### config.mk
export PLATFORM = sky130hd
export DESIGN_NAME = lz4sd_ram
export DESIGN_NICKNAME = d
export VERILOG_FILES = /design/src/rtl/core/lz4sd_ram.sv
export SDC_FILE = /design/constraint.sdc
export NUM_CORES = 2
export LEC_CHECK = 0
export BUFFER_PORTS_ARGS = -buffer_cell sky130_fd_sc_hd__buf_4
export CAP_MARGIN = 5
export CORE_MARGIN = 1
export CORE_UTILIZATION = 45
export CTS_BUF_LIST = sky130_fd_sc_hd__clkbuf_16
export CTS_CLUSTER_SIZE = 40
export DETAILED_ROUTE_END_ITERATION = 16
export GPL_TIMING_DRIVEN = 1
export HOLD_SLACK_MARGIN = 0.12
export PLACE_DENSITY = 0.62
export SLEW_MARGIN = 25
export SYNTH_ARGS = -nofsm -noshare
export SYNTH_HDL_FRONTEND = slang
export SYNTH_SLANG_ARGS = --single-unit
### constraint.sdc
create_clock -name clk -period 2.8 [get_ports clk]
set_clock_uncertainty 0.15 [all_clocks]
set_input_delay 0 -clock clk [delete_from_list [all_inputs] [get_ports clk]]
set_output_delay 0 -clock clk [all_outputs]
set_load 0.01 [all_outputs]
### src/rtl/core/lz4sd_ram.sv
// ----------------------------------------------------------------------------
// lz4sd_ram
// Generic simple dual-port RAM, one write and one registered read port.
// ----------------------------------------------------------------------------
module lz4sd_ram #(
    parameter int WIDTH = 8,
    parameter int DEPTH = 256
) (
    input  logic                     clk,
    input  logic                     we,
    input  logic [$clog2(DEPTH)-1:0] waddr,
    input  logic [WIDTH-1:0]         wdata,
    input  logic                     re,
    input  logic [$clog2(DEPTH)-1:0] raddr,
    output logic [WIDTH-1:0]         rdata
);

    logic [WIDTH-1:0] mem_reg [DEPTH];
    logic [WIDTH-1:0] rdata_reg;

    // Write port
    always_ff @(posedge clk)
    begin
        if (we)
        begin
            mem_reg[waddr] <= wdata;
        end
    end

    // Registered read port
    always_ff @(posedge clk)
    begin
        if (re)
        begin
            rdata_reg <= mem_reg[raddr];
        end
    end

    assign rdata = rdata_reg;

endmodule
* Word-level counts from Yosys, hierarchy flattened
Memories as Yosys holds them, arrays and structs flattened. A register that Yosys moved wholly into a read port is not among the register bits.
Index checks and enable logic that the tools add are counted.
** Operators by class
- Multiplexer cells :: 2
** Operator list (number)
- 1-bit two-way mux :: 2
** Word-level totals
- Bits in registers :: 0
- Bits in writable memories :: 2048
- Input bits :: 27
- Output and inout port bits :: 8
- Word-level logic and storage cells :: 3
- Memories kept :: 1
** Memory list
- mem_reg :: words 256, width 8, rd ports 1, clocked after Yosys merged registers in 1, write ports 1, line 18 : logic [WIDTH-1:0] mem_reg [DEPTH];

* Depth between registers and ports, before layout
- Word-level depth :: 2
- Depth in mapped cells :: 11
- Gate-level depth less buffers :: 6

* Least setup slack after synthesis
Ideal clock, no wire load.
- Path type :: input -> register
- Start point :: input port raddr[0]
- End point :: register rdata_reg[2], in the netlist rdata[2] (read register of mem_reg) (data pin)
- Setup time :: 0.269 ns
- Arrival time :: 1.807 ns
- Data required time :: 2.381 ns
- Path slack :: 0.574 ns
- Stages :: 9
- Buffers on the path :: 4
- Path through :: buf_6 > buf_12 > buf_8 > buf_2 > mux4_2 > a22oi_1 > a21oi_1 > nor4_1 > nor4_2
** RTL lines
- start, declared :: line 14 : input logic [$clog2(DEPTH)-1:0] raddr,
- end, declared :: line 19 : logic [WIDTH-1:0] rdata_reg;

==> impl_results.md <==
- EDFF count, synth: 2056
- Prevailing post-synth register cell: edfxtp_1
- Final TNS setup: 0 ns
- Final instance area: 94400 sq um
- Drt pass-1 iters: 8
- Async SR Flop Fraction: 0%
- Syn Std Cell Area: 79600 sq um
- CP arrival: 3.17 ns
- Overall Power: 65.5 mW
- Placed Area: 86900 sq um
- CTS clk-pin slew, worst paths: 0.06 ns
- Mapped Cells: 3733
- Synth unique cells: 54
- Worst hold path class: in2reg
- Gr usage total: 22.9%
- Max Freq: 364 MHz
- IO Port Bufs: 34
- Worst setup SP type: register
- Core ar.: 176000 sq um
- Post-route ant nets: 0
- Syn Area/Cell: 21.3 sq um
- Fraction of layout cells with a size suffix above 1: 31.0%
- Clock sinks: 2056
- Yosys warning count: 0
- Max Buffers Root-to-Sink: 3
- Rows: 154
- Chip Height: 423 um
- Via/cell ratio: 5.90
- Leakage: 30.6 nW
- Final worst-path cycle share: 98.1%
- Synth top area cells: edfxtp_1, mux4_2, mux2i_1
- Starting Density: 45.3%
- Grt ovf: 0
- Antenna violations before repair: 17
- Boundary pin count: 35
- PD cells: 694 nW/um^2
- Starting DRT DRC Count: 4752
- Most frequent cell after synthesis: edfxtp_1
- Die Wd: 423 um
- Top cells by count, synth: edfxtp_1, mux4_2, nor2_1
- Drc violations: 0
- H-tree Lvls: 4
- Synth top area share: 77.5%
- Total die area: 179000 sq um
- Number of global-route vias before repair: 41200
- Seq/Total Area, Yosys: 77.5%
- Number of cells on the worst reg-to-reg path: 7
- First-pass GRT wire length: 293 mm
- Hold violation count in the final report: 0
- Root buf cell: clkbuf_16
- Worst Min Path Start: wdata[7]
- Max reg flops: 2048
- Placer Congestion: 0.840
- Max-cap violations: 0
- Clock Latency Late Sink: 0.86 ns
- RSZ-0062 raised after global routing: false
- Cell taking the most area after synthesis: edfxtp_1
- Worst relative slew slack: 37.3%
- R2R Setup Slk: 0.05 ns
- Worst setup EP type: register
- Routed WL: 204 mm
- Seq cells post-synth: 2056
- Critical path required time: 3.22 ns
- Status: finished, final reports clean
- Setup crit end: rdata[4]
- Max-slew violations: 0
- Layout area overhead: 18.5%
- Synthesized Nets: 3760
- Vias post-DR: 40700
- Worst vdd ir: 0.563 mV
- Final min period: 2.75 ns
- Pin count of the biggest net entering global routing: 108
- CTS buffer count: 207
- Setup violators final: 0
- R2r startpoint: mem_reg[138][4]
- Measured slew at the worst slew-check pin: 0.940 ns
- Worst Setup Path Type: reg2reg
- Crit-path max FO: 1
- Fin nets: 4409
- Routed len/inst: 29.6 um
- HPWL after DPL: 130 mm
- Setup crit start: mem_reg[138][4]
- CTS tree: built
- Worst r2r dst: rdata[4]
## repair_timing
| item | 4_1_cts | 5_1_grt |
|---|---|---|
| endpoints found under the setup margin | 3 | 11 |
| gates resized for setup | 3 | 4 |
| setup buffers | 0 | 0 |
| hold buffers | 40 | 0 |
| pin swaps | 0 | 0 |
| hold endpoints to repair | 3931 | 0 |
## metal layers
| layer | vias up | share of wire, % | track usage (%) |
|---|---|---|---|
| met2 | 1814 | 48 | 36.0 |
| met1 | 21500 | 40 | 32.0 |
| met5 | - | 0.062 | 0 |
| li1 | 17000 | - | - |
| met4 | 18 | 3.1 | 7.36 |
| met3 | 319 | 8.8 | 5.14 |
## through the flow
stage | hold slack, ns | util [%] | worst slack, ns | std cells
floorplan | -0.0511 | - | 0.574 | 3733
detailed placement | 0.234 | 49.4 | -0.488 | 6473
global placement | 0.237 | 49.4 | -0.561 | 6473
CTS | 0.126 | 53.6 | 0.0512 | 6890
finish | 0.117 | 53.6 | 0.0529 | 6894
global route | 0.120 | 53.6 | 0.0189 | 6892
## power by group
group | switching [mW] | leakage (nW) | internal (mW)
Combinational | 2.13 | 8.56 | 1.43
Sequential | 0.0409 | 18.5 | 33.9
Clock | 11.7 | 3.53 | 16.3
Total | 13.8 | 30.6 | 51.6
## layout by cell type (no fill, tap or decap), types with 6 or more instances in the layout
cell type,instances
a211oi_1,16
dlygate4sd3_1,35
buf_8,9
a22oi_1,133
nor4_2,9
clkinv_2,28
o22ai_1,28
buf_4,549
bufinv_16,29
nand2_1,33
nor2_1,278
edfxtp_1,2056
clkinvlp_4,6
mux2i_1,134
clkinv_1,47
clkbuf_16,210
a221oi_1,13
nor3_1,20
inv_1,45
o221ai_1,46
mux4_2,454
buf_12,75
o21ai_0,10
nand2b_1,8
nand3_1,32
nand4_1,10
nor4_1,17
a21oi_1,96
a22o_1,8
o211ai_1,10
nor2b_1,28
## area by class of cell
cell class | instances | area (sq um)
inverters | 2 | 7.51
well taps | 2340 | 2930
multi-input cells | 1442 | 16600
flip-flops and latches | 2056 | 61700
diodes | 4 | 10.0
fillers | 13400 | 81600
clock inverters | 167 | 1650
repair buffers | 673 | 6210
clock buffers | 210 | 5260
## worst min path at each step
stage | end | slack (ns) | cells after the start
final | mem_reg[0][7] | 0.12 | 2
after global routing | mem_reg[0][7] | 0.12 | 2
after CTS | mem_reg[24][3] | 0.13 | 2
after detailed placement | rdata[1] | 0.23 | 1
after global placement | rdata[5] | 0.24 | 1
after floorplan | mem_reg[0][0] | -0.05 | 0
## worst max-delay path: stages (launching register included)
cell       delay, ns
edfxtp_1        0.36
mux4_2          0.50
mux4_2          0.51
nor2_1          0.22
a2111oi_1       0.10
buf_4           0.17
nor3_1          0.37
nor4_1          0.11
## cells by family after synthesis
family          share of synthesized area [%]
simple gates                             2.63
buf+inv                                  1.83
mux                                      14.6
flops                                    77.5
compound gates                           3.42
Power figures use the tool's default switching activity.
